## config.mk

```make
export PLATFORM = sky130hd
export DESIGN_NAME = avt_sum_stage
export DESIGN_NICKNAME = d
export VERILOG_FILES = /design/src/rtl/avt_pkg.sv /design/src/rtl/avt_sum_stage.sv
export SDC_FILE = /design/constraint.sdc
export NUM_CORES = 1
export LEC_CHECK = 0
export ABC_AREA = 1
export CELL_PAD_IN_SITES_DETAIL_PLACEMENT = 1
export CELL_PAD_IN_SITES_GLOBAL_PLACEMENT = 1
export CORE_AREA = 5 5 223 225
export DETAILED_ROUTE_END_ITERATION = 12
export DIE_AREA = 0 0 228 230
export DONT_BUFFER_PORTS = 1
export GPL_ROUTABILITY_DRIVEN = 0
export PLACE_DENSITY = 0.6
export REMOVE_ABC_BUFFERS = 1
export SYNTH_ARGS = -nofsm -noshare
export SYNTH_HDL_FRONTEND = slang
export SYNTH_SLANG_ARGS = --single-unit
export TNS_END_PERCENT = 100
```

## constraint.sdc

```tcl
create_clock -name clk -period 12.55 [get_ports clk]
set_clock_uncertainty 0.15 [all_clocks]
set_input_delay 0.6275 -clock clk [delete_from_list [all_inputs] [get_ports clk]]
set_output_delay 0.6275 -clock clk [all_outputs]
set_load 0.01 [all_outputs]
```

## src/rtl/avt_pkg.sv

```systemverilog
package avt_pkg;

  // field widths
  localparam int COORD_W    = 16;
  localparam int PROD_W     = 2 * COORD_W;
  localparam int ROW_W      = 4 * COORD_W;
  localparam int FRAC_SHIFT = 12;
  // three products of 2^30 at most plus translation and bias fit 33 bits signed
  localparam int ACC_W      = PROD_W + 1;
  localparam int Q_W        = ACC_W - FRAC_SHIFT;
  localparam int NUM_ROWS   = 3;

  // configuration register indexes
  localparam int CFG_IDX_W = 2;
  localparam logic [CFG_IDX_W-1:0] CFG_ROW_X = 2'd0;
  localparam logic [CFG_IDX_W-1:0] CFG_ROW_Y = 2'd1;
  localparam logic [CFG_IDX_W-1:0] CFG_ROW_Z = 2'd2;

  // identity matrix, zero translation
  localparam logic [ROW_W-1:0] ROW_X_RESET = 64'h0000_0000_0000_1000;
  localparam logic [ROW_W-1:0] ROW_Y_RESET = 64'h0000_0000_1000_0000;
  localparam logic [ROW_W-1:0] ROW_Z_RESET = 64'h0000_1000_0000_0000;

  // half an lsb of q8.8 in q.20
  localparam logic signed [ACC_W-1:0] ROUND_BIAS = 33'sd2048;

  typedef logic signed [COORD_W-1:0] coord_t;
  typedef logic signed [PROD_W-1:0]  prod_t;
  typedef logic signed [ACC_W-1:0]   acc_t;

  // one matrix row as packed in its register
  typedef struct packed {
    coord_t tr;
    coord_t cz;
    coord_t cy;
    coord_t cx;
  } row_t;

  // index 0 is the x row
  typedef row_t [NUM_ROWS-1:0] matrix_t;

  typedef struct packed {
    coord_t x;
    coord_t y;
    coord_t z;
  } point_t;

  typedef struct packed {
    prod_t px;
    prod_t py;
    prod_t pz;
  } row_prod_t;

  typedef row_prod_t [NUM_ROWS-1:0] prods_t;
  typedef acc_t [NUM_ROWS-1:0]      accs_t;

  typedef struct packed {
    coord_t x;
    coord_t y;
    coord_t z;
    logic   clipped;
  } result_t;

endpackage

```

## src/rtl/avt_sum_stage.sv

```systemverilog
module avt_sum_stage (
  input  logic              clk,
  input  logic              rst,
  input  logic              in_valid,
  output logic              in_ready,
  input  avt_pkg::prods_t   prods,
  input  avt_pkg::matrix_t  mat,
  output logic              out_valid,
  input  logic              out_ready,
  output avt_pkg::accs_t    accs
);

  avt_pkg::accs_t acc_next;

  assign in_ready = !out_valid || out_ready;

  always_ff @(posedge clk) begin
    if (rst) begin
      out_valid <= 1'b0;
    end else if (in_ready) begin
      out_valid <= in_valid;
    end
  end

  // products plus translation scaled to q.20 plus rounding bias
  always_comb begin
    for (int r = 0; r < avt_pkg::NUM_ROWS; r++) begin
      acc_next[r] = avt_pkg::ACC_W'(prods[r].px)
                  + avt_pkg::ACC_W'(prods[r].py)
                  + avt_pkg::ACC_W'(prods[r].pz)
                  + avt_pkg::acc_t'({{(avt_pkg::ACC_W - avt_pkg::COORD_W
                                       - avt_pkg::FRAC_SHIFT){mat[r].tr[avt_pkg::COORD_W-1]}},
                                     mat[r].tr, {avt_pkg::FRAC_SHIFT{1'b0}}})
                  + avt_pkg::ROUND_BIAS;
    end
  end

  always_ff @(posedge clk) begin
    if (in_valid && in_ready) begin
      accs <= acc_next;
    end
  end

endmodule

```

==> results.cfg <==
[routing]
met3WireLength_mm = 2.253
wl_met2_mm = 22.25
drc_errors = 0
detail_route.wl_per_cell_um = 16.70
viasPerCell = 4.430
vias = 12480
routed_wirelength_mm = 47.05
drt-pass1-iter-count = 5
ant_nets = 0
top_layer = met5
drt_first_iter_violations = 445
met1Wirelength_mm = 21.85

[synthesis]
muxShareOfSynthArea = 0
synth_area_per_cell_um2 = 6.931
synth-compound-area-share = 0.02570
synthSimpleGateAreaFrac = 0.2348
yosysWarnings = 0
synth_xor_xnor_area_share = 0.03124
syn_inst = 2184
synthDistinctLibCells = 21
synth.cell_area_mm2 = 0.01514
ys_seq_elements = 100
synth_top_family_by_area = adder cells
synthAdderAreaFrac = 0.3119
synth-seq-area-share = 0.1977

[placed_design]
post_dp_cell_area_mm2 = 0.01593
port_buffers = 0
place_hpwl_mm = 42.50

[cts]
insertion_delay_ps = 380
h-tree-depth = 3
clk_pin_slew_ps = 80
cts_buffer_depth = 2
cts_root_buffer = clkbuf_16
cts_tree = done
ctsHoldBuffers = 0
clock_sinks = 100
post_cts_resized = 0
cts_buffers = 9
post_cts_buffers = 0

[floorplanning]
ios = 585
die_h_um = 230
die_w_um = 228
coreArea_mm2 = 0.04735
die_area_mm2 = 0.05244
start_util = 0.3197
rows = 80

[global_routing]
grt_usage = 0.1792
grt_pass1_vias = 13720
grt_first_pass_wirelength_mm = 73.79
antenna_found_initial = 5
grt_max_degree = 59
grt_remaining_overflow = 0

[power_and_ir_drop]
ir_drop_uv = 71.43
swShare = 0.5015
pwr-share-comb = 0.587
power_leakage_nw = 10.07
p_seq_frac = 0.272
cellPowerDensity_mw_per_mm2 = 154.3
cell_internal_pwr_mw = 1.252
p_switching_mw = 1.259
p_clk_frac = 0.141

[worst_setup_path]
critPathMostFrequentCell = nand2_1
cpLargestDelayFamily = adder cells
cp-end-kind = flop
crit_buf_inv = 2
cp_slowest_cell = fa_1
path_cells = inv_1 > fa_1 > inv_1 > ha_1 > ha_1 > fa_1 > nand3_1 > nand3_1 > nand2_1 > nand2_2 > nand2_1 > nand2_2 > nand2_1 > nand2_1 > nand2_1 > nand2_1
startpoint_type = input port
critPathKind = input port to flop
arrival_ps = 3280
cp.required_ps = 12540
critical_path.max_stage_delay_ps = 550
crit_fanout = 4

[cells_and_area]
drive_gt1_frac = 0.02770
fillers = 6032
layout_common_cells = inv_1, nand2_1, fa_1
final_area_mm2 = 0.01628
final_common_cell = inv_1
nNetsFinal = 2963
syn2layout_area_growth_pct = 7.513
final_util = 0.3438

[flow_run]
max-cap-violations = 0

[sta]
rsz0062_at_grt = no
setup_violations = 0
slew_headroom = 0.4323
worstMarginPinSlew_ps = 851.5
timing.final.crit_share = 0.2617
slew_violations = 0
setup_tns_ps = 0
fmax_mhz = 304.5
final-hold-violation-count = 0
min_period_ps = 3284

[min_path]
hold_class = input port to flop

[outcome]
outcome = finished clean
## metal layers
layer / vias to the layer above / track usage
li1: 6228 / -
met5: - / 0
met4: 8 / 0.04046
met1: 5944 / 0.2319
met2: 275 / 0.3079
met3: 29 / 0.04022
## worst reg2reg max path: cells and delay by family (launching register included)
kind | cells | cell delay (ps)
buffers and inverters | 2 | 1360
AOI/OAI and AO/OA | 1 | 160
DFF | 1 | 380
## power by group through the flow
stage / combinational, mW / sequential, mW / clock [mW]
final: 1.47 / 0.682 / 0.354
after global routing: 1.72 / 0.693 / 0.382
after CTS: 1.51 / 0.690 / 0.371
after detailed placement: 1.50 / 0.696 / 0
after global placement: 1.46 / 0.697 / 0
after floorplan: 1.08 / 0.645 / 0
## metrics by stage
step	setup slack (ps)	hold WS (ps)	power, mW	instances
finish	9266	147.0	2.511	2818
global route	9127	117.2	2.794	2818
CTS	9282	114.4	2.574	2817
detailed placement	8871	516.7	2.201	2801
global placement	8901	505.9	2.159	2801
floorplan	6363	427.0	1.725	2184
## area by class of cell
| cell class | count | area (µm²) | share of cell area |
|---|---|---|---|
| clock inverter | 7 | 113.9 | 0.006996 |
| inverter | 801 | 3007 | 0.1847 |
| sequential | 100 | 2993 | 0.1839 |
| clock buffer | 9 | 225.2 | 0.01384 |
| multi-input combinational | 1283 | 9150 | 0.5622 |
| tap | 615 | 769.5 | 0.04728 |
| antenna | 1 | 2.502 | 0.0001538 |
| timing repair buffer | 2 | 15.01 | 0.0009225 |
## sequential cells by signal, summed over array words and instances, names as in the netlist
| register | flops |
|---|---|
| accs | 99 |
| out_valid | 1 |
## synthesized netlist by cell type
cell type  count  share of area
a21oi_2        1        0.00058
o21bai_1       7         0.0035
a21oi_1       61          0.020
nand4_1       12         0.0050
inv_2          2        0.00050
fa_1         159           0.21
nand3_1       70          0.023
nand2_2       26          0.011
nor3_2         1        0.00066
dfxtp_1        1         0.0013
xnor2_1        6         0.0035
nor2_1       114          0.028
nand3_2        8         0.0053
a21o_1         3         0.0015
nor2_2         4         0.0017
nand2_1      623           0.15
nor3_1        17         0.0056
edfxtp_1      99           0.20
ha_1         123           0.10
xor2_1        48          0.028
inv_1        799           0.20
## worst paths after layout
check,end,slack (ps),from,cells past startpoint
min reg2reg,out_valid$_SDFFE_PP0N_,510,out_valid$_SDFFE_PP0N_,2
max reg2reg,accs[98]$_DFFE_PP_,10100,out_valid$_SDFFE_PP0N_,3
min,out_valid$_SDFFE_PP0N_,150,rst,1
max,accs[30]$_DFFE_PP_,9270,prods[2],16
## cell families after synthesis
family,Yosys count
xor gates and xnor gates,54
AOI/OAI and AO/OA,72
DFF,100
adders and majority gates,282
and+or+nand+nor,875
buffers and inverters,801
Note: power is estimated with default switching activity, not from simulation.
