File: config.mk
export PLATFORM = sky130hd
export DESIGN_NAME = avt_sat_stage
export DESIGN_NICKNAME = d
export VERILOG_FILES = /design/src/rtl/avt_pkg.sv /design/src/rtl/avt_sat_stage.sv
export SDC_FILE = /design/constraint.sdc
export NUM_CORES = 1
export LEC_CHECK = 0
export ABC_AREA = 1
export ABC_CLOCK_PERIOD_IN_PS = 3800
export BUFFER_PORTS_ARGS = -buffer_cell sky130_fd_sc_hd__buf_2
export CAP_MARGIN = 20
export CORE_ASPECT_RATIO = 1.1
export CORE_MARGIN = 1.5
export CORE_UTILIZATION = 40
export DETAILED_ROUTE_END_ITERATION = 7
export PLACE_DENSITY_LB_ADDON = 0.1
export RECOVER_POWER = 50
export SLEW_MARGIN = 10
export SYNTH_ARGS = -nofsm -noshare
export SYNTH_HDL_FRONTEND = slang
export SYNTH_SLANG_ARGS = --single-unit
export TNS_END_PERCENT = 10
File: constraint.sdc
create_clock -name clk -period 3.8 [get_ports clk]
set_input_delay 0 -clock clk [delete_from_list [all_inputs] [get_ports clk]]
set_output_delay 0 -clock clk [all_outputs]
set_load 0.005 [all_outputs]
File: src/rtl/avt_pkg.sv
package avt_pkg;

  // field widths
  localparam int COORD_W    = 16;
  localparam int PROD_W     = 2 * COORD_W;
  localparam int ROW_W      = 4 * COORD_W;
  localparam int FRAC_SHIFT = 12;
  // three products of 2^30 at most plus translation and bias fit 33 bits signed
  localparam int ACC_W      = PROD_W + 1;
  localparam int Q_W        = ACC_W - FRAC_SHIFT;
  localparam int NUM_ROWS   = 3;

  // configuration register indexes
  localparam int CFG_IDX_W = 2;
  localparam logic [CFG_IDX_W-1:0] CFG_ROW_X = 2'd0;
  localparam logic [CFG_IDX_W-1:0] CFG_ROW_Y = 2'd1;
  localparam logic [CFG_IDX_W-1:0] CFG_ROW_Z = 2'd2;

  // identity matrix, zero translation
  localparam logic [ROW_W-1:0] ROW_X_RESET = 64'h0000_0000_0000_1000;
  localparam logic [ROW_W-1:0] ROW_Y_RESET = 64'h0000_0000_1000_0000;
  localparam logic [ROW_W-1:0] ROW_Z_RESET = 64'h0000_1000_0000_0000;

  // half an lsb of q8.8 in q.20
  localparam logic signed [ACC_W-1:0] ROUND_BIAS = 33'sd2048;

  typedef logic signed [COORD_W-1:0] coord_t;
  typedef logic signed [PROD_W-1:0]  prod_t;
  typedef logic signed [ACC_W-1:0]   acc_t;

  // one matrix row as packed in its register
  typedef struct packed {
    coord_t tr;
    coord_t cz;
    coord_t cy;
    coord_t cx;
  } row_t;

  // index 0 is the x row
  typedef row_t [NUM_ROWS-1:0] matrix_t;

  typedef struct packed {
    coord_t x;
    coord_t y;
    coord_t z;
  } point_t;

  typedef struct packed {
    prod_t px;
    prod_t py;
    prod_t pz;
  } row_prod_t;

  typedef row_prod_t [NUM_ROWS-1:0] prods_t;
  typedef acc_t [NUM_ROWS-1:0]      accs_t;

  typedef struct packed {
    coord_t x;
    coord_t y;
    coord_t z;
    logic   clipped;
  } result_t;

endpackage

File: src/rtl/avt_sat_stage.sv
module avt_sat_stage (
  input  logic              clk,
  input  logic              rst,
  input  logic              in_valid,
  output logic              in_ready,
  input  avt_pkg::accs_t    accs,
  output logic              out_valid,
  input  logic              out_ready,
  output avt_pkg::result_t  res
);

  logic signed [avt_pkg::Q_W-1:0]        q [avt_pkg::NUM_ROWS];
  logic [avt_pkg::NUM_ROWS-1:0]          ovf;
  avt_pkg::coord_t                       coord [avt_pkg::NUM_ROWS];
  avt_pkg::result_t                      res_next;

  assign in_ready = !out_valid || out_ready;

  always_ff @(posedge clk) begin
    if (rst) begin
      out_valid <= 1'b0;
    end else if (in_ready) begin
      out_valid <= in_valid;
    end
  end

  // floor shift to q8.8, then clamp when the top bits are not all sign
  always_comb begin
    for (int r = 0; r < avt_pkg::NUM_ROWS; r++) begin
      q[r]   = avt_pkg::Q_W'(accs[r] >>> avt_pkg::FRAC_SHIFT);
      ovf[r] = !((&q[r][avt_pkg::Q_W-1:avt_pkg::COORD_W-1]) ||
                 !(|q[r][avt_pkg::Q_W-1:avt_pkg::COORD_W-1]));
      coord[r] = ovf[r] ? {q[r][avt_pkg::Q_W-1], {(avt_pkg::COORD_W-1){!q[r][avt_pkg::Q_W-1]}}}
                        : q[r][avt_pkg::COORD_W-1:0];
    end
    res_next.x       = coord[0];
    res_next.y       = coord[1];
    res_next.z       = coord[2];
    res_next.clipped = |ovf;
  end

  // output register
  always_ff @(posedge clk) begin
    if (in_valid && in_ready) begin
      res <= res_next;
    end
  end

endmodule

==> results of run 1 <==
==> power groups by stage <==
stage	clock (µW)	sequential [µW]	combinational [µW]
2_1_floorplan	0	676	46.6
3_3_place_gp	0	667	126
3_5_place_dp	0	668	127
4_1_cts	374	655	167
5_1_grt	391	659	179
6_report	362	656	161
==> flip-flops by register name (all words and copies together), names as in the netlist <==
name and flops:
res 49, out_valid 1
==> cell type report <==
class	instances	area (µm²)	share of cell area (%)
sequential	50	1490	45.3
timing repair buffer	168	1060	32.1
multi-input combinational	127	529	16.1
tap	58	72.6	2.21
clock buffer	5	68.8	2.09
clock inverter	3	40.0	1.22
inverter	8	30.0	0.913
==> cells in the mapped netlist, drive strengths merged <==
cell type	number
edfxtp	49
dfxtp	1
a21oi	2
inv	8
buf	6
clkbuf	3
nor2	12
nand2	106
nand3	7
==> routing by layer <==
layer  part of all wire (%)  vias up
li1                       -      957
met1                     41      814
met2                     50       84
met3                    8.0        6
met4                   0.82        0
met5                      0        -
==> per-stage QoR <==
step / instances / power (µW)
CTS: 419 / 1200
global placement: 361 / 793
detailed placement: 361 / 795
floorplan: 194 / 723
finish: 419 / 1180
global route: 419 / 1230
==> kinds of logic after synthesis <==
kind of cell | after synthesis
buffers and inverters | 17
DFF | 50
and+or+nand+nor | 125
AOI/OAI and AO/OA | 2
==> worst register-to-register path, delay by kind of cell, from the launching register on <==
kind / cells / cell delay [ns]
compound gates: 1 / 0.80
flops: 1 / 0.35
buf+inv: 1 / 0.42
==> worst paths after layout <==
| path | slack [ns] | to | depth (start not counted) | startpoint |
|---|---|---|---|---|
| worst max-delay path | 1.92 | res[42]$_DFFE_PP_ | 2 | out_valid$_SDFFE_PP0N_ |
| worst min-delay path | 0.27 | res[0]$_DFFE_PP_ | 5 | accs[28] |
| worst max register to register | 1.92 | res[42]$_DFFE_PP_ | 2 | out_valid$_SDFFE_PP0N_ |
| worst min register to register | 0.87 | res[32]$_DFFE_PP_ | 1 | out_valid$_SDFFE_PP0N_ |
==> repair_timing <==
item,4_1_cts,5_1_grt
endpoints found under the hold margin,49,0
hold buffers,50,0
resized for setup,0,0
==> results.yml, run 1 <==
critical_path:
  timing.critical_path.buf_inv: 1
  endpoint_kind: "register"
  timing.critical_path.fanout_max: 33
  arrival_ns: 1.87
  timing.critical_path.slowest_cell_delay_ns: 0.80
  worst-setup-path-type: "reg2reg"
  worst_setup_path_start_kind: "register"
  timing.critical_path.slowest_stage_cell: "sky130_fd_sc_hd__a21oi_4"
  worst_endpoint_required_time_ns: 3.79
  worst_path_dominant_cell_family: "compound AO/OA/AOI/OAI gates"
  path_cells: "a21oi_4 > buf_4"
logic_synthesis:
  post_synth_instance_area_um2: 2140
  yosys.area_share.adder_pct: 0
  unique_masters_post_synth: 11
  largest_family_of_logic_cells_by_synthesized_area: "simple AND/OR/NAND/NOR gates"
  synth_xor_xnor_area_share_pct: 0
  seq_area_frac_synth_pct: 69.7
  synthCells: 194
  synthesis.yosys.warnings: 0
  synth_fp_nets: 297
  synthesized_area_fraction_occupied_by_ao_oa_aoi_and_oai_cells_pct: 0.468
  synth.mux.area_fraction_pct: 0
  post-synth-top-area-cell: "sky130_fd_sc_hd__edfxtp_1"
  mean_cell_area_of_the_mapped_netlist_um2: 11.0
  synth.top_cells.by_area: "sky130_fd_sc_hd__edfxtp_1 (69%), sky130_fd_sc_hd__nand2_1 (18%), sky130_fd_sc_hd__buf_6 (3.2%)"
  post_synth_and_or_nand_nor_area_fraction_pct: 24.8
  synth_largest_type_area_fraction_pct: 68.7
  post_synthesis_register_bit_count: 50
floorplan:
  die_area_um2: 5800
  fp-row-count: 27
  ioPinCount: 154
  die_h_um: 79.7
  start_util_pct: 42.2
  placeable_core_region_um2: 5070
  die_width_um: 72.8
global_routing:
  grt_start_max_net_pins: 34
  grt_use_met3_pct: 4.55
  met2_usage_pct: 31.1
  busiest_layer_in_global_routing: "met2"
  met1_usage_pct: 19.9
  first_global_vias: 1841
  antenna_found_initial: 0
  grt_util_all_layers_pct: 17.2
  gr-total-overflow: 0
  grt_pass1_wl_um: 7690
clocking:
  numCtsBuffers: 5
  cts_sinks: 50
  worst_setup_hold_path_clk_slew_ns: 0.09
  cts_max_path_buffers: 2
  clock_latency_ns: 0.29
  postCtsSetupRepairBufs: 0
  cts_htree_levels: 2
  clockRootBuffer: "sky130_fd_sc_hd__clkbuf_8"
  cts_tree: "yes"
power_and_ir_drop:
  powerDensity_nw_per_um2: 358
  internal_power_uw: 928
  seq_power_share_pct: 55.6
  share_clk_of_total_power_pct: 30.7
  leakagePower_uw: 0.00147
  switching_share_pct: 21.3
  netSwitchingPower_uw: 251
  combinationalPowerShare_pct: 13.7
  ir_worst_vdd_mv: 0.156
final_layout:
  layout.cells.most_common: "sky130_fd_sc_hd__nand2_1"
  finalCoreUtilization_pct: 64.9
  post_route_cell_area_um2: 3290
  finalNetCount: 463
  antenna_cells: 0
  synthToLayoutAreaGrowth_pct: 53.7
  final_cell_mix: "sky130_fd_sc_hd__nand2_1 (104), sky130_fd_sc_hd__buf_2 (88), sky130_fd_sc_hd__dlygate4sd3_1 (50)"
  filler_cell_count: 447
  layout-drive-gt1-share_pct: 28.5
place:
  placement.setup.worst_slack_ns: 1.89
  number_of_buffers_inserted_by_port_buffering: 117
  postPlaceCellArea_um2: 2740
  final_estimated_routing_congestion_in_global_placement: 0.744
  dp_hpwl_um: 3140
timing:
  final_max_slew_viol_count: 0
  worstMarginPinSlew_ns: 1.02
  holdWs_ns: 0.274
  worst_slew_margin_rel_pct: 32.2
  setup_violations: 0
  fin_crit_sh_pct: 49.6
  post-route-worst-setup-slack_ns: 1.92
  fin_crit_ns: 1.88
  setup_repair_after_global_routing_missed_its_margin: "no"
  clock-skew-final_ns: 0.00459
  setup_total_negative_slack_ns: 0
  report.final.hold_viol_count: 0
  fmax_mhz: 531
route:
  dr_total_vias: 1861
  detailedRoute.firstPassIterationCount: 4
  postRouteAntennaNets: 0
  detail_route.iter0.violations: 108
  route.detailed.wl_per_inst_um: 11.9
  routed_wl_um: 5000
  route.detailed.vias_per_inst: 4.44
  detail_route.drc_violations: 0
run:
  max-cap-violations: 0
status:
  result_of_the_run: "complete, no violations"
worst_hold_path:
  worst_hold_path_type: "in2reg"
(Power assumes the default switching activity.)
==> run 2: changes to the inputs <==
--- a/config.mk
+++ b/config.mk
@@ -5,8 +5,8 @@
 export SDC_FILE = /design/constraint.sdc
 export NUM_CORES = 1
 export LEC_CHECK = 0
-export ABC_AREA = 1
-export ABC_CLOCK_PERIOD_IN_PS = 3800
+export ABC_AREA = 0
+export ABC_CLOCK_PERIOD_IN_PS = 1850
 export BUFFER_PORTS_ARGS = -buffer_cell sky130_fd_sc_hd__buf_2
 export CAP_MARGIN = 20
 export CORE_ASPECT_RATIO = 1.1
==> constraint.sdc (replaced) <==
create_clock -name clk -period 1.85 [get_ports clk]
set_input_delay 0 -clock clk [delete_from_list [all_inputs] [get_ports clk]]
set_output_delay 0 -clock clk [all_outputs]
set_load 0.005 [all_outputs]
==> run 2 against run 1 <==
Cell count down 16%. Design area decreased by 0.84%. Clock skew grew 0.0029 ns. Wire length decreased by 2.6%. Synthesized cell count shrank 35%. Hold slack better by 0.055 ns. Critical endpoint is now res[31]$_DFFE_PP_. Setup slack lost 1.8 ns. Sequential share of layout area is 0.38 points higher. Via count shrank 8.7%. Global-route usage grew 0.30 points. Area after synthesis is 0.53% lower.
==> results.yml, run 2 <==
status:
  result_of_the_run: "complete, no violations"
logic_synthesis:
  post-synth-top-area-cell: "sky130_fd_sc_hd__edfxtp_1"
  post_synth_instance_area_um2: 2130
  synthCells: 127
  postSynth.asyncResetShare_pct: 0
  mean_cell_area_of_the_mapped_netlist_um2: 16.8
  synth.top_cells.by_count: "sky130_fd_sc_hd__edfxtp_1 (49), sky130_fd_sc_hd__a21o_1 (45), sky130_fd_sc_hd__buf_6 (6)"
  ys_dominant_reg_cell: "sky130_fd_sc_hd__edfxtp_1"
  unique_masters_post_synth: 17
  synth_largest_type_area_fraction_pct: 69.1
  seq_area_frac_synth_pct: 70.0
  synth.top_cells.by_area: "sky130_fd_sc_hd__edfxtp_1 (69%), sky130_fd_sc_hd__a21o_1 (16%), sky130_fd_sc_hd__buf_6 (3.2%)"
  post_synthesis_register_bit_count: 50
  synth_fp_nets: 230
  yosys.cell_count.top_type: "sky130_fd_sc_hd__edfxtp_1"
  synthesis.yosys.warnings: 0
  synth_enable_flop_cells: 49
final_layout:
  multi_input_area_um2: 557
  max_flop_register: "res"
  filler_cell_count: 411
  layout.area.seq_um2: 1490
  post_route_cell_area_um2: 3260
  final_cell_mix: "sky130_fd_sc_hd__buf_2 (85), sky130_fd_sc_hd__dlygate4sd3_1 (50), sky130_fd_sc_hd__edfxtp_1 (49)"
  layout-drive-gt1-share_pct: 35.9
  synthToLayoutAreaGrowth_pct: 53.2
  layout_top_registers: "res: 49 flops, out_valid: 1 flops"
  layout.cells.most_common: "sky130_fd_sc_hd__buf_2"
  finalNetCount: 397
  antenna_cells: 0
  largest_register_ffs: 49
route:
  route.detailed.vias_per_inst: 4.81
  detail_route.iter0.violations: 75
  dr_total_vias: 1699
  routed_wl_um: 4870
  detailedRoute.firstPassIterationCount: 3
  detail_route.drc_violations: 0
  route.detailed.wl_per_inst_um: 13.8
  postRouteAntennaNets: 0
place:
  placement.setup.worst_slack_ns: 0.316
  number_of_buffers_inserted_by_port_buffering: 117
  dp_hpwl_um: 3000
  final_estimated_routing_congestion_in_global_placement: 0.737
  postPlaceCellArea_um2: 2730
clocking:
  cts_max_path_buffers: 2
  clock_latency_ns: 0.30
  numCtsBuffers: 5
  cts_htree_levels: 2
  cts_repair_resize_count: 0
  postCtsSetupRepairBufs: 0
  post_cts_hold_buffer_count: 50
  cts_sinks: 50
  worst_setup_hold_path_clk_slew_ns: 0.09
  cts_tree: "yes"
  clockRootBuffer: "sky130_fd_sc_hd__clkbuf_8"
timing:
  post-route-worst-setup-slack_ns: 0.136
  fmax_mhz: 583
  worstMarginPinSlew_ns: 1.08
  fin_crit_sh_pct: 92.7
  setup_total_negative_slack_ns: 0
  report.final.hold_viol_count: 0
  setup_violations: 0
  fin_crit_ns: 1.71
  holdWs_ns: 0.330
  setup_repair_after_global_routing_missed_its_margin: "no"
  clock-skew-final_ns: 0.00751
  final_max_slew_viol_count: 0
  worst_slew_margin_rel_pct: 28.2
power_and_ir_drop:
  leakagePower_uw: 0.00151
  powerDensity_nw_per_um2: 703
  power.total_uw: 2290
  ir_worst_vdd_mv: 0.373
critical_path:
  worst_setup_path_start_kind: "input pin"
  arrival_ns: 1.88
  endpoint_kind: "register"
  worst-setup-path-type: "in2reg"
  worst_endpoint_required_time_ns: 2.02
  timing.critical_path.fanout_max: 15
floorplan:
  start_util_pct: 42.0
  die_h_um: 79.5
  die_width_um: 72.6
  die_area_um2: 5770
  placeable_core_region_um2: 5070
  fp-row-count: 27
  ioPinCount: 154
global_routing:
  antenna_found_initial: 0
  grt_util_all_layers_pct: 17.5
  first_global_vias: 1675
  gr-total-overflow: 0
  grt_pass1_wl_um: 7690
  grt_start_max_net_pins: 33
run:
  max-cap-violations: 0
worst_hold_path:
  worst_hold_path_type: "in2reg"
[run 2: through the flow]
| stage | util, % | instances |
|---|---|---|
| floorplan | - | 127 |
| global placement | 53.8 | 295 |
| detailed placement | 53.8 | 295 |
| CTS | 65.3 | 353 |
| global route | 64.4 | 353 |
| finish | 64.4 | 353 |
[run 2: cells by family after synthesis]
group	count (synthesis)	synth area share [%]
AOI/OAI and AO/OA	52	20.5
buffers and inverters	10	3.88
DFF	50	70.0
and+or+nand+nor	15	5.58
[run 2: where the power goes]
part / total [µW] / leakage (µW) / internal (µW) / switching [µW]
clock: 593 / 0.0000426 / 260 / 333
combinational: 354 / 0.000991 / 202 / 152
sequential: 1350 / 0.000481 / 1330 / 17.3
[run 2: worst paths after layout]
kind                            slack, ns                   start                     end  cells after the start
worst max-delay path                 0.14                accs[65]       res[31]$_DFFE_PP_                      5
worst min-delay path                 0.33                accs[97]        res[0]$_DFFE_PP_                      4
worst max register to register       0.28  out_valid$_SDFFE_PP0N_       res[25]$_DFFE_PP_                      3
worst min register to register       1.10  out_valid$_SDFFE_PP0N_  out_valid$_SDFFE_PP0N_                      3
[run 2: final cells by class]
cell class / instances / area share, %
timing repair buffer: 169 / 32.4
tap: 58 / 2.22
multi-input combinational: 67 / 17.1
sequential: 50 / 45.7
inverter: 1 / 0.115
clock inverter: 2 / 0.269
clock buffer: 6 / 2.22
[run 2: routing by layer]
layer  vias to the layer above  wire length (µm)  global-route usage (%)
li1                        829                 -                       -
met1                       795              1850                    19.0
met2                        69              2610                    32.0
met3                         6               363                    5.43
met4                         0                55                    5.47
met5                         -                 0                       0
[run 2: worst max-delay path: stages]
cell and delay (ns):
sky130_fd_sc_hd__dlygate4sd3_1 0.54, sky130_fd_sc_hd__buf_2 0.15, sky130_fd_sc_hd__and4_4 0.15, sky130_fd_sc_hd__a221oi_2 0.89, sky130_fd_sc_hd__a21o_1 0.15
