File: config.mk
export PLATFORM = sky130hd
export DESIGN_NAME = avt_cfg_regs
export DESIGN_NICKNAME = d
export VERILOG_FILES = /design/src/rtl/avt_pkg.sv /design/src/rtl/avt_cfg_regs.sv
export SDC_FILE = /design/constraint.sdc
export NUM_CORES = 1
export LEC_CHECK = 0
export ABC_AREA = 1
export BUFFER_PORTS_ARGS = -buffer_cell sky130_fd_sc_hd__buf_2
export CORE_MARGIN = 8
export CORE_UTILIZATION = 50
export CTS_BUF_LIST = sky130_fd_sc_hd__clkbuf_4
export DETAILED_ROUTE_END_ITERATION = 10
export PLACE_DENSITY = 0.83
export SLEW_MARGIN = 20
export SYNTH_ARGS = -nofsm -noshare
export SYNTH_HDL_FRONTEND = slang
export SYNTH_SLANG_ARGS = --single-unit
File: constraint.sdc
create_clock -name clk -period 1.5 [get_ports clk]
set_clock_uncertainty 0.05 [all_clocks]
set_input_delay 0.3 -clock clk [delete_from_list [all_inputs] [get_ports clk]]
set_output_delay 0.3 -clock clk [all_outputs]
set_load 0.005 [all_outputs]
File: src/rtl/avt_pkg.sv
package avt_pkg;

  // field widths
  localparam int COORD_W    = 16;
  localparam int PROD_W     = 2 * COORD_W;
  localparam int ROW_W      = 4 * COORD_W;
  localparam int FRAC_SHIFT = 12;
  // three products of 2^30 at most plus translation and bias fit 33 bits signed
  localparam int ACC_W      = PROD_W + 1;
  localparam int Q_W        = ACC_W - FRAC_SHIFT;
  localparam int NUM_ROWS   = 3;

  // configuration register indexes
  localparam int CFG_IDX_W = 2;
  localparam logic [CFG_IDX_W-1:0] CFG_ROW_X = 2'd0;
  localparam logic [CFG_IDX_W-1:0] CFG_ROW_Y = 2'd1;
  localparam logic [CFG_IDX_W-1:0] CFG_ROW_Z = 2'd2;

  // identity matrix, zero translation
  localparam logic [ROW_W-1:0] ROW_X_RESET = 64'h0000_0000_0000_1000;
  localparam logic [ROW_W-1:0] ROW_Y_RESET = 64'h0000_0000_1000_0000;
  localparam logic [ROW_W-1:0] ROW_Z_RESET = 64'h0000_1000_0000_0000;

  // half an lsb of q8.8 in q.20
  localparam logic signed [ACC_W-1:0] ROUND_BIAS = 33'sd2048;

  typedef logic signed [COORD_W-1:0] coord_t;
  typedef logic signed [PROD_W-1:0]  prod_t;
  typedef logic signed [ACC_W-1:0]   acc_t;

  // one matrix row as packed in its register
  typedef struct packed {
    coord_t tr;
    coord_t cz;
    coord_t cy;
    coord_t cx;
  } row_t;

  // index 0 is the x row
  typedef row_t [NUM_ROWS-1:0] matrix_t;

  typedef struct packed {
    coord_t x;
    coord_t y;
    coord_t z;
  } point_t;

  typedef struct packed {
    prod_t px;
    prod_t py;
    prod_t pz;
  } row_prod_t;

  typedef row_prod_t [NUM_ROWS-1:0] prods_t;
  typedef acc_t [NUM_ROWS-1:0]      accs_t;

  typedef struct packed {
    coord_t x;
    coord_t y;
    coord_t z;
    logic   clipped;
  } result_t;

endpackage

File: src/rtl/avt_cfg_regs.sv
module avt_cfg_regs (
  input  logic                          clk,
  input  logic                          rst,
  input  logic                          wr_valid,
  output logic                          wr_ready,
  input  logic [avt_pkg::CFG_IDX_W-1:0] wr_idx,
  input  logic [avt_pkg::ROW_W-1:0]     wr_data,
  output avt_pkg::matrix_t              mat
);

  // a write beat is always taken
  assign wr_ready = 1'b1;

  // row registers, out-of-range index is dropped
  always_ff @(posedge clk) begin
    if (rst) begin
      mat[0] <= avt_pkg::row_t'(avt_pkg::ROW_X_RESET);
      mat[1] <= avt_pkg::row_t'(avt_pkg::ROW_Y_RESET);
      mat[2] <= avt_pkg::row_t'(avt_pkg::ROW_Z_RESET);
    end else if (wr_valid) begin
      unique case (wr_idx)
        avt_pkg::CFG_ROW_X: mat[0] <= avt_pkg::row_t'(wr_data);
        avt_pkg::CFG_ROW_Y: mat[1] <= avt_pkg::row_t'(wr_data);
        avt_pkg::CFG_ROW_Z: mat[2] <= avt_pkg::row_t'(wr_data);
        default: ;
      endcase
    end
  end

endmodule

==> impl_metrics.env, run 1 <==
export IMPL_path_cells="buf_2"
export IMPL_setup_viol=0
export IMPL_wl_met2_um=11100
export IMPL_powerDensity_nw_per_um2=946.9
export IMPL_ir_drop_v=0.0005511
export IMPL_fp_coreArea_sq_um=15830
export IMPL_io_pins=262
export IMPL_hold_viol=0
export IMPL_fin_crit_sh=0.9490
export IMPL_crit_arrival_ns=1.07
export IMPL_htree_levels=4
export IMPL_clk_latency_ns=0.55
export IMPL_synthTopCellsByArea="dfxtp_1 (48%), nand2_1 (15%), nor2_1 (15%)"
export IMPL_final_max_slew_viol_count=0
export IMPL_yosysTopAreaCellShare=0.4775
export IMPL_ys_warnings_count=0
export IMPL_cts_setup_buffers=0
export IMPL_regMostFlops="mat"
export IMPL_stdcell_count=1748
export IMPL_synth_top_family_by_area="simple AND/OR/NAND/NOR gates"
export IMPL_drive_gt1_frac=0.2230
export IMPL_wl_per_cell_um=13.24
export IMPL_cp_required_ns=1.15
export IMPL_fin_nets=1586
export IMPL_outcome="completed"
export IMPL_highest_layer="met4"
export IMPL_utilization=0.6653
export IMPL_die_h_um=142.9
export IMPL_critPathCaptureType="primary output"
export IMPL_final_cell_mix="nand2_1 (319), nor2_1 (315), buf_2 (259), inv_1 (191), dfxtp_1 (162)"
export IMPL_start_util=0.5086
export IMPL_met3_length_um=2442
export IMPL_synth_xor_area_share=0
export IMPL_drv_cap=0
export IMPL_crit_fanout=2
export IMPL_p_leak_nw=6.075
export IMPL_dp_cells=1649
export IMPL_seq_area_frac_synth=0.4775
export IMPL_cts_buffers=17
export IMPL_rows=46
export IMPL_dieArea_sq_um=20420
export IMPL_io_buffers=260
export IMPL_vias=8113
export IMPL_largest_reg_flops=192
export IMPL_cts_sinks=192
export IMPL_totalWireLength_um=23150
export IMPL_grt_pass1_vias=7409
export IMPL_period_minus_slack_ns=1.423
export IMPL_viasPerCell=4.641
export IMPL_clk_path_buf_depth=2
export IMPL_synth_fa_ha_area_frac=0
export IMPL_synth_compound_area_share=0.03917
export IMPL_chipWidth_um=142.9
export IMPL_area_delta_synth_final_pct=30.81
export IMPL_worst_setup_path_start_kind="flop"
export IMPL_clockRootBuffer="clkbuf_4"
export IMPL_detail_route_antenna_nets=0
export IMPL_hold_path_class="in2reg"
export IMPL_yosysUniqueCellTypes=13
export IMPL_grt_first_pass_wirelength_um=36500
export IMPL_layout_commonest_cell="nand2_1"
export IMPL_drt_pass1_iter_count=5
export IMPL_crit_type="reg2out"
export IMPL_avgSynthCellArea_sq_um=6.529
export IMPL_globalplace_congestion=0.8079
export IMPL_syn_area_sq_um=8050
export IMPL_synthSimpleGateAreaFrac=0.3405
export IMPL_grtUsageTotal=0.2213
export IMPL_max_freq_ghz=0.7025
export IMPL_slowest_stage="dfxtp_1"
export IMPL_synth_cells=1233
export IMPL_drt_iter0_drc=382
export IMPL_gr_total_overflow=0
export IMPL_dpl_hpwl_um=15490
export IMPL_reg_top3="mat (192)"
export IMPL_yosys_area_top_type="dfxtp_1"
export IMPL_yosys_register_bits=192
export IMPL_antenna_found_initial=0
export IMPL_crit_buf_inv=1
export IMPL_synthesis_nets=1302
export IMPL_crit_family="flip-flops"
export IMPL_drcViolationCount=0
export IMPL_slowest_delay_ns=0.39
export IMPL_cts_tree="built"
export IMPL_clkTransAtPathRegs_ns=0.15
export IMPL_m1WireLength_um=9085
export IMPL_grt_max_degree=85
export IMPL_muxShareOfSynthArea=0
timing repair:
action                                 4_1_cts  5_1_grt
setup endpoints to repair                    1       29
resized for setup                            1       29
endpoints found under the hold margin      176        0
hold buffers                                65        0
path summary, 6_finish.rpt:
kind	from	slack (ns)	cells past startpoint	to
hold reg to reg	mat[12]$_SDFFE_PP1P_	0.43	2	mat[12]$_SDFFE_PP1P_
hold / removal	wr_idx[1]	0.05	3	mat[172]$_SDFFE_PP1P_
setup reg to reg	mat[130]$_SDFFE_PP0P_	0.78	4	mat[130]$_SDFFE_PP0P_
setup / recovery	mat[81]$_SDFFE_PP0P_	0.08	1	mat[81]
synth_stat cells:
master    count
inv_1       192
buf_6         8
buf_2        46
nand2_1     319
a21oi_1      63
nand4_1       2
conb_1        1
nor2_1      316
clkbuf_1      7
nand3_1      69
buf_1        15
dfxtp_1     192
buf_4         3
per-stage QoR:
step	area, sq um	TNS [ns]	power, mW	hold slack [ns]	setup WS [ns]
6_report	10530	0	9.970	0.04755	0.07652
5_1_grt	10520	-0.02282	10.49	0.005021	-0.01100
3_5_place_dp	9542	0	7.026	0.3933	0.1559
4_1_cts	10490	0	10.03	0.006119	0.02106
3_3_place_gp	9542	0	6.981	0.3848	0.1859
2_1_floorplan	8050	0	6.388	0.3849	0.3219
kinds of logic (layout without fill, tap and decap cells):
group / after synthesis / count (layout)
and+or+nand+nor: 706 / 706
buffers and inverters: 271 / 567
DFF: 192 / 192
AOI/OAI and AO/OA: 63 / 63
other: 1 / 4
power breakdown:
part           internal [mW]  switching [mW]
Sequential              5.38           0.138
Clock                   1.15            1.76
Combinational          0.676           0.874
Total                   7.20            2.77
cell type report:
cell class	count	area, sq um
antenna	3	7.507
clock buffer	17	127.6
clock inverter	14	165.2
fill	1300	5298
inverter	192	725.7
multi-input combinational	770	3093
sequential	192	3881
tap	216	270.3
timing repair buffer	344	2260
per-layer routing:
metal  vias up  track usage
met3        40      0.08848
met2       297       0.3742
met5         -            0
met1      3604       0.2443
li1       4172            -
met4         0      0.08613
No activity file was read; power rests on OpenSTA's default activity.
==> run 2: changes to the inputs <==
--- a/config.mk
+++ b/config.mk
@@ -7,6 +7,7 @@
 export LEC_CHECK = 0
 export ABC_AREA = 1
 export BUFFER_PORTS_ARGS = -buffer_cell sky130_fd_sc_hd__buf_2
+export CORE_ASPECT_RATIO = 1.1
 export CORE_MARGIN = 8
 export CORE_UTILIZATION = 50
 export CTS_BUF_LIST = sky130_fd_sc_hd__clkbuf_4
==> run 2 against run 1 <==
Against the previous run:
- register-to-register slack worse by 0.04 ns
- cell count down 0.69%
- combinational power about the same
- maximum frequency down 0.16%
- design area unchanged
- global-route usage about the same
==> impl_metrics.env, run 2 (synthesized netlist as in run 1, its figures left out) <==
export IMPL_max_freq_ghz=0.7014
export IMPL_globalplace_congestion=0.7834
export IMPL_ir_drop_v=0.0006700
export IMPL_fin_nets=1591
export IMPL_final_max_slew_viol_count=0
export IMPL_grt_max_degree=68
export IMPL_drt_pass1_iter_count=5
export IMPL_critPathCaptureType="primary output"
export IMPL_rows=48
export IMPL_worst_setup_path_start_kind="flop"
export IMPL_path_cells="buf_2"
export IMPL_wl_per_cell_um=13.31
export IMPL_grt_pass1_vias=7568
export IMPL_detail_route_antenna_nets=0
export IMPL_period_minus_slack_ns=1.426
export IMPL_p_leak_nw=6.070
export IMPL_grtUsageTotal=0.2216
export IMPL_dpl_cell_area_sq_um=9532
export IMPL_timing_hold_ws_ns=0.1965
export IMPL_io_pins=262
export IMPL_hold_path_class="in2reg"
export IMPL_layout_commonest_cell="nand2_1"
export IMPL_drcViolationCount=0
export IMPL_setup_viol=0
export IMPL_start_util=0.5116
export IMPL_drt_iter0_drc=448
export IMPL_outcome="completed"
export IMPL_hp_start="wr_valid"
export IMPL_clkTransAtPathRegs_ns=0.16
export IMPL_gr_total_overflow=0
export IMPL_slowest_stage="dfxtp_1"
export IMPL_totalWireLength_um=23100
export IMPL_area_delta_synth_final_pct=30.81
export IMPL_fillerInstances=1294
export IMPL_cts_sinks=192
export IMPL_crit_buf_inv=1
export IMPL_regMostFlops="mat"
export IMPL_clk_path_buf_depth=2
export IMPL_dieArea_sq_um=20420
export IMPL_hold_end="mat[128]$_SDFFE_PP0P_"
export IMPL_drv_cap=0
export IMPL_powerDensity_nw_per_um2=924.8
export IMPL_r2r_end="mat[182]$_SDFFE_PP0P_"
export IMPL_drive_gt1_frac=0.2326
export IMPL_slowest_delay_ns=0.39
export IMPL_cts_tree="built"
export IMPL_hold_viol=0
export IMPL_crit_cells=1
export IMPL_cts_buffers=17
export IMPL_crit_arrival_ns=1.08
export IMPL_largest_reg_flops=192
export IMPL_fp_coreArea_sq_um=15740
export IMPL_regToRegSetupSlack_ns=0.74
export IMPL_final_cell_mix="nand2_1 (319), nor2_1 (315), buf_2 (257), inv_1 (191), dfxtp_1 (152)"
export IMPL_crit_fanout=2
export IMPL_clockRootBuffer="clkbuf_4"
export IMPL_reg2reg_depth=4
export IMPL_fin_crit_sh=0.9505
export IMPL_chipWidth_um=137.0
export IMPL_antenna_found_initial=1
export IMPL_reg_top3="mat (192)"
export IMPL_grt_first_pass_wirelength_um=36710
export IMPL_htree_levels=4
export IMPL_utilization=0.6692
export IMPL_clk_latency_ns=0.55
export IMPL_io_buffers=260
export IMPL_final_cell_area_sq_um=10530
export IMPL_crit_family="flip-flops"
export IMPL_vias=8117
export IMPL_crit_type="reg2out"
export IMPL_cp_required_ns=1.15
export IMPL_viasPerCell=4.676
export IMPL_die_h_um=149.1
export IMPL_reg2reg_from="mat[182]$_SDFFE_PP0P_"
export IMPL_dpl_hpwl_um=15710
export IMPL_hold_path_depth=4
==> run 2: worst max-delay path by stage <==
stage                     startpoint               endpoint
3_3_place_gp               wr_idx[0]  mat[165]$_SDFFE_PP0P_
4_1_cts         mat[56]$_SDFFE_PP0P_                mat[56]
3_5_place_dp               wr_idx[0]  mat[188]$_SDFFE_PP0P_
6_report       mat[112]$_SDFFE_PP0P_               mat[112]
2_1_floorplan               wr_valid  mat[118]$_SDFFE_PP0P_
5_1_grt        mat[129]$_SDFFE_PP0P_               mat[129]
==> run 2: metrics by stage <==
stage,std cells,TNS [ns],power [mW],worst slack [ns]
3_5_place_dp,1636,0,7.025,0.1096
5_1_grt,1736,-0.0005020,10.25,-0.0005020
4_1_cts,1735,0,9.833,0.0009039
2_1_floorplan,1233,0,6.388,0.3219
3_3_place_gp,1636,0,6.981,0.1763
6_report,1736,0,9.739,0.07426
==> run 2: final cells by class <==
cell class / count / area (sq um) / area share
antenna: 1 / 2.502 / 0.0002376
inverter: 192 / 725.7 / 0.06892
clock buffer: 17 / 127.6 / 0.01212
tap: 200 / 250.2 / 0.02376
clock inverter: 15 / 135.1 / 0.01283
timing repair buffer: 349 / 2302 / 0.2186
sequential: 192 / 3894 / 0.3698
multi-input combinational: 770 / 3093 / 0.2937
==> run 2: timing repair <==
item / CTS / global route
setup endpoints to repair: 1 / 40
resized for setup: 1 / 41
buffers inserted: 0 / 0
endpoints found under the hold margin: 188 / 0
hold buffers: 67 / 0
==> run 2: layer usage <==
layer / wire length (um) / vias to the layer above / global-route usage
li1: - / 4178 / -
met4: 775 / 0 / 0.1011
met5: 0 / - / 0
met3: 2165 / 62 / 0.07648
met2: 10940 / 283 / 0.3670
met1: 9228 / 3594 / 0.2512
==> run 2: power breakdown <==
part / total (mW) / internal, mW / switching (mW)
Sequential: 5.52 / 5.38 / 0.137
Combinational: 1.56 / 0.683 / 0.876
Clock: 2.66 / 0.840 / 1.82
==> run 3: changes to the inputs <==
--- a/config.mk
+++ b/config.mk
@@ -7,6 +7,7 @@
 export LEC_CHECK = 0
 export ABC_AREA = 1
 export BUFFER_PORTS_ARGS = -buffer_cell sky130_fd_sc_hd__buf_2
+export CAP_MARGIN = 20
 export CORE_ASPECT_RATIO = 1.1
 export CORE_MARGIN = 8
 export CORE_UTILIZATION = 50
==> constraint.sdc (replaced) <==
create_clock -name clk -period 1.7 [get_ports clk]
set_clock_uncertainty 0.05 [all_clocks]
set_input_delay 0.34 -clock clk [delete_from_list [all_inputs] [get_ports clk]]
set_output_delay 0.34 -clock clk [all_outputs]
set_load 0.005 [all_outputs]
==> run 3 against run 2 <==
Against the previous run:
- die area did not move
- routed wire length about the same
- power fell by 13%
- largest cell class unchanged
- global-route usage is 0.061 points lower
- utilization down 0.44 points
- highest routed layer unchanged
- register-to-register slack improved by 0.21 ns
- non-clock buffer count grew 1
==> impl_metrics.env, run 3 (synthesized netlist as in run 1, its figures left out) <==
export IMPL_outcome="completed"
export IMPL_chipWidth_um=137.0
export IMPL_rows=48
export IMPL_io_buffers=260
export IMPL_p_leak_nw=6.073
export IMPL_wl_per_cell_um=13.29
export IMPL_place_ws_ns=0.2076
export IMPL_grt_pass1_vias=7649
export IMPL_fin_nets=1592
export IMPL_globalplace_congestion=0.7956
export IMPL_viasPerCell=4.717
export IMPL_cts_sinks=192
export IMPL_hold_path_class="in2reg"
export IMPL_die_h_um=149.1
export IMPL_cp_required_ns=1.31
export IMPL_crit_family="flip-flops"
export IMPL_fin_total_pwr_mw=8.507
export IMPL_drt_pass1_iter_count=5
export IMPL_period_minus_slack_ns=1.483
export IMPL_finalSetupTns_ns=0
export IMPL_htree_levels=4
export IMPL_clockRootBuffer="clkbuf_4"
export IMPL_rsz0062_at_grt="false"
export IMPL_crit_arrival_ns=1.09
export IMPL_worst_setup_path_start_kind="flop"
export IMPL_area_delta_synth_final_pct=29.95
export IMPL_grt_max_degree=58
export IMPL_totalWireLength_um=23110
export IMPL_cts_setup_buffers=0
export IMPL_fp_coreArea_sq_um=15740
export IMPL_drt_iter0_drc=434
export IMPL_gr_total_overflow=0
export IMPL_crit_buf_inv=1
export IMPL_detail_route_antenna_nets=0
export IMPL_regMostFlops="mat"
export IMPL_io_pins=262
export IMPL_final_cell_mix="nand2_1 (319), nor2_1 (315), buf_2 (259), dfxtp_1 (192), inv_1 (191)"
export IMPL_largest_reg_flops=192
export IMPL_cts_tree="built"
export IMPL_tightest_slew_ns=0.5852
export IMPL_slowest_delay_ns=0.38
export IMPL_slew_headroom=0.6098
export IMPL_max_freq_ghz=0.6745
export IMPL_drive_gt1_frac=0.2078
export IMPL_critPathCaptureType="primary output"
export IMPL_clk_latency_ns=0.56
export IMPL_clkTransAtPathRegs_ns=0.14
export IMPL_crit_fanout=2
export IMPL_grtUsageTotal=0.2209
export IMPL_antenna_found_initial=4
export IMPL_vias=8202
export IMPL_dieArea_sq_um=20420
export IMPL_path_cells="buf_2"
export IMPL_reg_top3="mat (192)"
export IMPL_powerDensity_nw_per_um2=813.2
export IMPL_dpl_hpwl_um=15840
export IMPL_grt_first_pass_wirelength_um=36750
export IMPL_drcViolationCount=0
export IMPL_layout_commonest_cell="nand2_1"
export IMPL_cts_buffers=17
export IMPL_fin_crit_sh=0.8721
export IMPL_crit_type="reg2out"
export IMPL_slowest_stage="dfxtp_1"
export IMPL_clk_path_buf_depth=2
export IMPL_hold_viol=0
export IMPL_setup_viol=0
export IMPL_start_util=0.5116
export IMPL_setup_slack_ns=0.2174
export IMPL_ir_drop_v=0.0006051
export IMPL_drv_cap=0
export IMPL_final_max_slew_viol_count=0
-- run 3: worst paths after layout --
kind              slack, ns             startpoint  cells past startpoint               endpoint
setup / recovery       0.22  mat[110]$_SDFFE_PP0P_                      1               mat[110]
hold / removal         0.04            wr_data[28]                      3  mat[156]$_SDFFE_PP0P_
setup reg to reg       0.95   mat[82]$_SDFFE_PP0P_                      4   mat[82]$_SDFFE_PP0P_
hold reg to reg        0.44   mat[12]$_SDFFE_PP1P_                      2   mat[12]$_SDFFE_PP1P_
-- run 3: power by group --
part	leakage, nW	internal, mW	switching, mW
Combinational	4.37	0.603	0.772
Sequential	1.57	4.74	0.120
Clock	0.130	0.756	1.52
-- run 3: per-stage QoR --
stage / instance area (sq um) / util / instances / hold WS [ns]
finish: 10460 / 0.6648 / 1739 / 0.04293
detailed placement: 9589 / 0.6094 / 1642 / 0.3904
global route: 10460 / 0.6648 / 1739 / 0.01955
global placement: 9589 / 0.6094 / 1642 / 0.3914
floorplan: 8050 / - / 1233 / 0.4010
CTS: 10450 / 0.6642 / 1735 / 0.004067
-- run 3: cell type report --
type | count | area (sq um)
fill | 1316 | 5274
sequential | 192 | 3844
multi-input combinational | 770 | 3093
timing repair buffer | 350 | 2297
inverter | 192 | 725.7
tap | 200 | 250.2
clock buffer | 20 | 150.1
clock inverter | 11 | 91.34
antenna | 4 | 10.01
-- run 3: what timing repair did --
action | CTS | global route
gates resized for setup | 0 | 0
hold buffers | 62 | 0
hold endpoints to repair | 130 | 0
-- run 3: metal layers --
metal | vias to the layer above | track usage | routed length, um
li1 | 4186 | - | -
met1 | 3671 | 0.2537 | 9284
met2 | 284 | 0.3614 | 10970
met3 | 61 | 0.06772 | 2021
met4 | 0 | 0.1164 | 828
met5 | - | 0 | 0
